**config.mk**
```make
export PLATFORM = sky130hd
export DESIGN_NAME = stepper_trapezoid_ramp
export DESIGN_NICKNAME = d
export VERILOG_FILES = /design/src/design/str_pkg.sv /design/src/design/str_datapath.sv /design/src/design/str_ctrl.sv /design/src/design/stepper_trapezoid_ramp.sv
export SDC_FILE = /design/constraint.sdc
export NUM_CORES = 2
export LEC_CHECK = 0
export BUFFER_PORTS_ARGS = -buffer_cell sky130_fd_sc_hd__buf_2
export CAP_MARGIN = 20
export CORE_ASPECT_RATIO = 1.1
export CORE_MARGIN = 1
export CORE_UTILIZATION = 57
export DETAILED_ROUTE_END_ITERATION = 10
export HOLD_SLACK_MARGIN = 0.1
export PLACE_DENSITY_LB_ADDON = 0.15
export SLEW_MARGIN = 25
export SYNTH_ARGS = -nofsm -noshare
export SYNTH_HDL_FRONTEND = slang
export SYNTH_SLANG_ARGS = --single-unit
```
**constraint.sdc**
```tcl
create_clock -name clk_i -period 5.1 [get_ports clk_i]
set_input_delay 0.51 -clock clk_i [delete_from_list [all_inputs] [get_ports clk_i]]
set_output_delay 0.51 -clock clk_i [all_outputs]
set_load 0.05 [all_outputs]
```
**src/design/str_pkg.sv**
```systemverilog
// ----------------------------------------------------------------------------
// str_pkg
// Shared types and constants for the trapezoidal stepper ramp scheduler.
// ----------------------------------------------------------------------------
package str_pkg;

  localparam int unsigned DelayBits       = 16;
  localparam int unsigned SingleStepDelay = 1000;

  typedef enum logic [1:0] {
    PH_STOP  = 2'd0,
    PH_ACCEL = 2'd1,
    PH_DECEL = 2'd2,
    PH_RUN   = 2'd3
  } phase_e;

  typedef enum logic [2:0] {
    ST_IDLE,
    ST_EXEC,
    ST_DIV,
    ST_POST,
    ST_OUT
  } ctrl_state_e;

  // controller -> datapath
  typedef struct packed {
    logic take_in;    // latch input item
    logic exec;       // run start or compare update
    logic div_start;  // load the divider
    logic div_step;   // one quotient bit
    logic post;       // finish pulse after divide
    logic load_out;   // capture result item
  } dp_cmd_t;

  // datapath -> controller
  typedef struct packed {
    logic need_div;   // exec step found a ramp update
    logic div_done;
  } dp_stat_t;

endpackage

```
**src/design/str_datapath.sv**
```systemverilog
// ----------------------------------------------------------------------------
// str_datapath
// Move state, position counter and a bit-serial signed divider.
// ----------------------------------------------------------------------------
module str_datapath
  import str_pkg::*;
(
  input  logic                 clk_i,
  input  logic                 rst_ni,
  input  dp_cmd_t              cmd_i,
  output dp_stat_t             stat_o,
  input  logic                 func_i,
  input  logic signed [31:0]   steps_i,
  input  logic [15:0]          first_delay_i,
  input  logic [15:0]          cruise_ticks_i,
  input  logic [30:0]          decel_steps_i,
  output logic                 accepted_o,
  output logic [15:0]          compare_interval_o,
  output logic                 pulse_enable_o,
  output logic                 moving_o,
  output logic                 direction_o,
  output logic signed [31:0]   position_o
);

  localparam logic [15:0] SsDelay = 16'(SingleStepDelay);

  logic        func_q;
  logic [31:0] steps_q;
  logic [15:0] first_q, min_q;
  logic [30:0] dlen_q;

  phase_e      phase_q, phase_d;
  logic        dir_q, dir_d;
  logic [15:0] cur_q, cur_d, cruise_q, cruise_d, last_q, last_d;
  logic [31:0] dbegin_q, dbegin_d, dinit_q, dinit_d, rcnt_q, rcnt_d;
  logic [31:0] done_q, done_d, rem_q, rem_d, pos_q, pos_d;
  logic        half_q, half_d, busy_q, busy_d;
  logic        acc_q, acc_d;
  logic [15:0] intv_q, intv_d;
  logic        need_q, need_d;

  // divider: unsigned restoring on magnitudes, 34-bit operands
  logic [33:0] dvd_q, dvs_q, rr_q;
  logic        qneg_q, rneg_q;
  logic [5:0]  cnt_q;
  logic [34:0] trial;

  logic [31:0] mag, dlen1, stp1, rc1;
  logic signed [33:0] num_s, den_s;

  // the ramp count has already advanced when the divide is loaded
  always_comb begin
    mag   = steps_q[31] ? (32'd0 - steps_q) : steps_q;
    dlen1 = (dlen_q == 31'd0) ? 32'd1 : {1'b0, dlen_q};
    stp1  = done_q + 32'd1;
    rc1   = rcnt_q + 32'd1;
    num_s = $signed({18'd0, cur_q} << 1) + 34'($signed(rem_q));
    den_s = ($signed(34'($signed(rcnt_q))) <<< 2) + 34'sd1;
    trial = {rr_q, dvd_q[33]} - {1'b0, dvs_q};
  end

  // quotient/remainder after the sweep
  logic [33:0] q_mag, q_s, r_s;
  logic [15:0] nd;
  always_comb begin
    q_mag = dvd_q;
    q_s   = qneg_q ? (34'd0 - q_mag) : q_mag;
    r_s   = rneg_q ? (34'd0 - rr_q) : rr_q;
    nd    = cur_q - q_s[15:0];
  end

  always_comb begin
    phase_d = phase_q; dir_d = dir_q; cur_d = cur_q; cruise_d = cruise_q;
    last_d = last_q; dbegin_d = dbegin_q; dinit_d = dinit_q; rcnt_d = rcnt_q;
    done_d = done_q; rem_d = rem_q; pos_d = pos_q; half_d = half_q;
    busy_d = busy_q; acc_d = acc_q; intv_d = intv_q; need_d = need_q;
    if (cmd_i.exec) begin
      acc_d = 1'b0; intv_d = '0; need_d = 1'b0;
      if (!func_q) begin
        if (!busy_q) begin
          dir_d = steps_q[31];
          if (mag == 32'd1) begin
            rcnt_d = '1; phase_d = PH_DECEL; cur_d = SsDelay;
          end else if (mag != 32'd0) begin
            cruise_d = min_q;
            dinit_d  = 32'd0 - dlen1;
            dbegin_d = (mag > dlen1) ? (mag - dlen1) : 32'd0;
            if (first_q <= min_q) begin
              cur_d = min_q; phase_d = PH_RUN;
            end else begin
              cur_d = first_q; phase_d = PH_ACCEL;
            end
            rcnt_d = '0;
          end
          busy_d = 1'b1; acc_d = 1'b1;
          intv_d = (mag == 32'd1) ? SsDelay : (mag == 32'd0) ? cur_q :
                   (first_q <= min_q) ? min_q : first_q;
        end
      end else if (busy_q) begin
        intv_d = cur_q;
        half_d = ~half_q;
        if (half_q) begin
          unique case (phase_q)
            PH_STOP: begin
              done_d = '0; rem_d = '0; busy_d = 1'b0; cur_d = '0;
            end
            PH_RUN: begin
              done_d = stp1;
              pos_d  = pos_q + (dir_q ? 32'hFFFF_FFFF : 32'd1);
              cur_d  = cruise_q;
              if (stp1 >= dbegin_q) begin
                rcnt_d = dinit_q; cur_d = last_q; phase_d = PH_DECEL;
              end
            end
            default: begin
              done_d = stp1;
              pos_d  = pos_q + (dir_q ? 32'hFFFF_FFFF : 32'd1);
              rcnt_d = rc1;
              need_d = 1'b1;
            end
          endcase
        end
      end
    end
    if (cmd_i.post) begin
      need_d = 1'b0;
      rem_d = r_s[31:0];
      cur_d = nd;
      if (phase_q == PH_ACCEL) begin
        if (done_q >= dbegin_q) begin
          rcnt_d = dinit_q; phase_d = PH_DECEL;
        end else if (nd <= cruise_q) begin
          last_d = nd; cur_d = cruise_q; rem_d = '0; phase_d = PH_RUN;
        end
      end else if (!rcnt_q[31]) begin
        phase_d = PH_STOP;
      end
    end
  end

  always_ff @(posedge clk_i or negedge rst_ni) begin
    if (!rst_ni) begin
      phase_q <= PH_STOP; dir_q <= 1'b0; cur_q <= '0; cruise_q <= '0;
      last_q <= '0; dbegin_q <= '0; dinit_q <= '0; rcnt_q <= '0;
      done_q <= '0; rem_q <= '0; pos_q <= '0; half_q <= 1'b0;
      busy_q <= 1'b0; acc_q <= 1'b0; intv_q <= '0; need_q <= 1'b0;
      cnt_q <= '0;
    end else begin
      phase_q <= phase_d; dir_q <= dir_d; cur_q <= cur_d; cruise_q <= cruise_d;
      last_q <= last_d; dbegin_q <= dbegin_d; dinit_q <= dinit_d;
      rcnt_q <= rcnt_d; done_q <= done_d; rem_q <= rem_d; pos_q <= pos_d;
      half_q <= half_d; busy_q <= busy_d; acc_q <= acc_d; intv_q <= intv_d;
      need_q <= need_d;
      if (cmd_i.div_start)     cnt_q <= 6'd34;
      else if (cmd_i.div_step) cnt_q <= cnt_q - 6'd1;
    end
  end

  always_ff @(posedge clk_i) begin
    if (cmd_i.take_in) begin
      func_q <= func_i; steps_q <= steps_i; first_q <= first_delay_i;
      min_q <= cruise_ticks_i; dlen_q <= decel_steps_i;
    end
    if (cmd_i.div_start) begin
      dvd_q  <= num_s[33] ? (34'd0 - num_s) : num_s;
      dvs_q  <= den_s[33] ? (34'd0 - den_s) : den_s;
      rr_q   <= '0;
      qneg_q <= num_s[33] ^ den_s[33];
      rneg_q <= num_s[33];
    end else if (cmd_i.div_step) begin
      if (!trial[34]) rr_q <= trial[33:0];
      else            rr_q <= {rr_q[32:0], dvd_q[33]};
      dvd_q <= {dvd_q[32:0], ~trial[34]};
    end
    if (cmd_i.load_out) begin
      accepted_o <= acc_q; compare_interval_o <= intv_q;
      pulse_enable_o <= busy_q; moving_o <= busy_q;
      direction_o <= dir_q; position_o <= pos_q;
    end
  end

  assign stat_o.need_div = need_q;
  assign stat_o.div_done = (cnt_q == 6'd1);

endmodule

```
**src/design/str_ctrl.sv**
```systemverilog
// ----------------------------------------------------------------------------
// str_ctrl
// Sequencer: takes an item, runs the update and, when needed, the divide, holds result.
// ----------------------------------------------------------------------------
module str_ctrl
  import str_pkg::*;
(
  input  logic     clk_i,
  input  logic     rst_ni,
  input  logic     valid_i,
  output logic     ready_o,
  output logic     valid_o,
  input  logic     ready_i,
  output dp_cmd_t  cmd_o,
  input  dp_stat_t stat_i
);

  ctrl_state_e state_q, state_d;

  always_ff @(posedge clk_i or negedge rst_ni) begin
    if (!rst_ni) state_q <= ST_IDLE;
    else         state_q <= state_d;
  end

  always_comb begin
    state_d = state_q;
    cmd_o   = '0;
    ready_o = 1'b0;
    valid_o = 1'b0;
    unique case (state_q)
      ST_IDLE: begin
        ready_o = 1'b1;
        if (valid_i) begin
          cmd_o.take_in = 1'b1; state_d = ST_EXEC;
        end
      end
      ST_EXEC: begin
        cmd_o.exec = 1'b1; state_d = ST_DIV;
      end
      ST_DIV: begin
        if (!stat_i.need_div) begin
          cmd_o.load_out = 1'b1; state_d = ST_OUT;
        end else begin
          cmd_o.div_start = 1'b1; state_d = ST_POST;
        end
      end
      ST_POST: begin
        if (stat_i.div_done) begin
          cmd_o.div_step = 1'b1; state_d = ST_OUT;
        end else begin
          cmd_o.div_step = 1'b1;
        end
      end
      ST_OUT: begin
        // first entry after divide finalises and returns to div to load, then holds the result
        valid_o = 1'b0;
        state_d = ST_OUT;
        if (stat_i.need_div) begin
          cmd_o.post = 1'b1; state_d = ST_DIV;
        end else begin
          valid_o = 1'b1;
          if (ready_i) state_d = ST_IDLE;
        end
      end
      default: state_d = ST_IDLE;
    endcase
    if (state_q == ST_DIV && stat_i.need_div) cmd_o.load_out = 1'b0;
  end

endmodule

```
**src/design/stepper_trapezoid_ramp.sv**
```systemverilog
// ----------------------------------------------------------------------------
// stepper_trapezoid_ramp
// Trapezoidal stepper pulse scheduler with remainder-corrected ramp divide.
// ----------------------------------------------------------------------------
// Usage: one input transaction (func 0 start, func 1 compare event) yields
// exactly one result transaction. Both channels are valid/ready.
// Sequence: for a start, an idle event or a run/stop pulse the input is
// taken in idle, updated in exec, loaded in the div state and offered in
// out. When a pulse completes in accel or decel, div loads the 34-step
// bit-serial signed divider, post steps it, out finishes the pulse, div
// loads the result and out offers it.
// One item is in flight at a time; the next input is taken once the result
// has left.
// Reset: all move state clears, phase stop, position zero, no result held.
// Receiver stall: the result register holds its value with valid high and
// the block takes no new input until it is taken.
// ----------------------------------------------------------------------------
module stepper_trapezoid_ramp
  import str_pkg::*;
(
  input  logic               clk_i,
  input  logic               rst_ni,
  input  logic               valid_i,
  output logic               ready_o,
  input  logic               func_i,
  input  logic signed [31:0] steps_i,
  input  logic [15:0]        first_delay_i,
  input  logic [15:0]        cruise_ticks_i,
  input  logic [30:0]        decel_steps_i,
  output logic               valid_o,
  input  logic               ready_i,
  output logic               accepted_o,
  output logic [15:0]        compare_interval_o,
  output logic               pulse_enable_o,
  output logic               moving_o,
  output logic               direction_o,
  output logic signed [31:0] position_o
);

  dp_cmd_t  cmd;
  dp_stat_t stat;

  // sequencer
  str_ctrl u_ctrl (
    .clk_i, .rst_ni, .valid_i, .ready_o, .valid_o, .ready_i,
    .cmd_o(cmd), .stat_i(stat)
  );

  // move state and divider
  str_datapath u_dp (
    .clk_i, .rst_ni, .cmd_i(cmd), .stat_o(stat),
    .func_i, .steps_i, .first_delay_i, .cruise_ticks_i, .decel_steps_i,
    .accepted_o, .compare_interval_o, .pulse_enable_o, .moving_o,
    .direction_o, .position_o
  );

endmodule

```
==> flow_metrics.tcl <==
set metrics [dict create \
    cts_tree "yes" \
    layout.area.seq_um2 14000 \
    cap_violations 0 \
    grt_pass1_vias 28300 \
    fmax_ghz 0.192 \
    worstReg2RegStart "u_dp.dvd_q[4]" \
    synth.ff_latch_count 522 \
    startpoint "u_dp.dvd_q[4]" \
    layout_setup_ws_ps -97.0 \
    synth_fp_nets 4077 \
    yosysSeqAreaShare_pct 40.5 \
    fp.dieW_um 237 \
    worstRegToRegCells 23 \
    vias 28900 \
    die_height_um 260 \
    worstPathRequired_ps 5560 \
    multi_input_area_um2 19400 \
    finalWirelength_mm 92.5 \
    violations "setup timing" \
    antenna_found_initial 1 \
    cts_sinks 522 \
    yosys_warnings 0 \
    hold-path-cell-count 4 \
    crit_path_end_kind "flop" \
    synth_top_cell_area_share_pct 19.7 \
    hold_viol 0 \
    final.fill_count 4824 \
    post-route-util_pct 66.5 \
    powerDensity_nw_per_um2 593 \
    track_usage_pct 29.6 \
    rsz0062_at_grt "yes" \
    first_pass_iters 6 \
    diodes 0 \
    syn_avg_cell_area_um2 9.23 \
    drive_gt1_share_pct 13.0 \
    wl_per_cell_um 19.2 \
    synth_cells 3738 \
    grt_max_degree 106 \
    status "complete, but fails checks" \
    port_buffers 153 \
    io_pins 154 \
    synthTopCellsByCount "nand2_1 (415), o21ai_0 (319), dfrtp_1 (272)" \
    regToRegEndpoint "u_dp.cur_q[15]" \
    drtIter0Drc 1928 \
    synth_area_leaders "dfrtp_1 (20%), edfxtp_1 (19%), ha_1 (8.5%)" \
    finClkSkew_ps 28.3 \
    die_area_um2 61500 \
    cts-root-buf "clkbuf_16" \
    drv_slew 0 \
    peakVddDrop_uv 419 \
    preCtsSetupSlack_ps -333 \
    grt_pass1_wl_mm 147 \
    tns_ps -469 \
    period_needed_ps 5200 \
    path_clk_slew_ps 60 \
    drt-vias-per-instance 6.02 \
    rows 94 \
    cts_buffers 56 \
    tightest_slew_ps 924 \
    syn-cell-area_um2 34500 \
    path_class "reg -> reg" \
    htreeDepth 2 \
    synth_cell_types 100 \
    gp_congestion 0.975 \
    area_delta_synth_final_pct 15.4 \
    synth_edf_count 216 \
    ys.flop_type "dfrtp_1" \
    drtAntennaViolNets 0 \
    start_kind "flop" \
    fin_crit_sh_pct 102 \
    maxSlewHeadroom_pct 38.4 \
    finalSetupViolCount 7 \
    r2r_slack_ps -100 \
    hp-start "ready_i" \
    dp_hpwl_mm 66.9 \
    synth_most_common_cell "nand2_1" \
    postSynth.asyncResetShare_pct 52.1 \
    clock_path_buffers 3 \
    design_area_um2 39800 \
    min_to "u_ctrl.state_q[2]" \
    nNetsFinal 4336 \
    grt_overflow 0 \
    leakage_nw 17.3 \
    clk_latency_ps 630 \
    remaining_drc_errors 0 \
    arrival_ps 5660 \
    synth_largest_area_cell "dfrtp_1" \
    initial_core_util_pct 57.6 \
    hold_path.class "in -> reg" \
    fp.coreArea_um2 59900 \
    place_area_um2 36500 \
    hold_slack_ps 328 \
    crit_fanout 5 \
]
==> critical path, cell delays in order (launching register included) <==
cell and delay, ps:
edfxtp_1 380, or4_4 580, or4_4 450, nand2_2 90, xor2_1 60, ha_2 190, or3_4 350, nor3_4 240
nor3b_2 80, o21a_1 190, nor2_2 140, xnor2_2 110, ha_1 340, nand2_2 90, nor2_4 110, nand4_1 120
a211o_1 300, a21boi_2 150, o22ai_2 120, and4_4 200, a41o_4 260, buf_6 140, a221oi_4 210, a31oi_1 120
==> per-layer routing <==
metal / vias to the layer above / global-route usage [%] / part of all wire, %
li1: 14100 / - / -
met1: 13800 / 37.6 / 43
met2: 749 / 50.8 / 48
met3: 225 / 3.38 / 4.4
met4: 0 / 13.2 / 4.5
met5: - / 0 / 0
==> registers in the layout, indices dropped and copies added, names as in the netlist, 31 cells and up <==
signal and count:
u_dp.rr_q 34, u_dp.dvd_q 34, u_dp.rem_q 32, u_dp.pos_q 32, u_dp.dinit_q 32, u_dp.position_o 32
u_dp.rcnt_q 32, u_dp.done_q 32, u_dp.dlen_q 31, u_dp.steps_q 32, u_dp.dvs_q 33, u_dp.dbegin_q 32
==> through the flow <==
step | instances | power (mW)
CTS | 4802 | 23.2
global route | 4812 | 25.2
finish | 4812 | 23.6
global placement | 4600 | 18.7
floorplan | 3738 | 15.4
detailed placement | 4600 | 18.8
==> cell families after synthesis <==
group / share of synthesized area (%)
mux: 2.48
simple gates: 15.7
buf+inv: 4.46
other cells: 0.0109
fa+ha+maj: 8.77
flops: 40.5
compound gates: 19.9
xor+xnor: 8.19
==> worst max-delay path by stage <==
stage                       to  slack [ps]  depth (start not counted)
6_report        u_dp.cur_q[15]        -100                         23
5_1_grt         u_dp.cur_q[10]        -240                         23
4_1_cts         u_dp.cur_q[14]          10                         22
3_5_place_dp    u_dp.cur_q[15]        -330                         23
3_3_place_gp    u_dp.cur_q[11]        -200                         23
2_1_floorplan  u_dp.last_q[10]          10                         23
==> cell type report <==
type                       count  share of cell area, %
multi-input combinational   2824                   48.6
sequential                   522                   35.1
timing repair buffer         382                   7.16
clock buffer                  71                   3.86
tap                          768                   2.41
inverter                     211                   1.99
clock inverter                34                  0.836
==> cells in the final DEF, fill, tap and decap left out, drive strengths merged, types with 23 or more instances in the layout <==
master / count
edfxtp: 216
xor2: 133
nand3: 95
nor3: 78
a21o: 93
dfrtp: 272
dfxtp: 34
nand4: 54
o31ai: 51
o21a: 23
a21oi: 222
xnor2: 189
mux2i: 63
o21ai: 363
inv: 214
nand2b: 28
nor4: 30
nand2: 415
dlygate4sd3: 97
a221o: 23
a221oi: 27
a211oi: 35
nor2b: 26
ha: 234
o22ai: 35
or3: 41
clkbuf: 72
and3: 42
nor2: 198
a31oi: 32
buf: 284
==> power breakdown <==
part / internal [mW] / leakage [nW] / total, mW / switching [mW]
Sequential: 5.84 / 5.81 / 7.20 / 1.36
Clock: 2.39 / 0.914 / 4.16 / 1.76
Combinational: 4.90 / 10.6 / 12.3 / 7.37
Total: 13.1 / 17.3 / 23.6 / 10.5
==> timing repair <==
action                                  4_1_cts  5_1_grt
buffers inserted                              0        9
gates resized for setup                      17       59
endpoints found under the setup margin       64      128
cloned                                        0        2
hold buffers                                 97        0
endpoints found under the hold margin       172        0
pin swaps                                     2       31
Note: power is estimated with default switching activity, not from simulation.
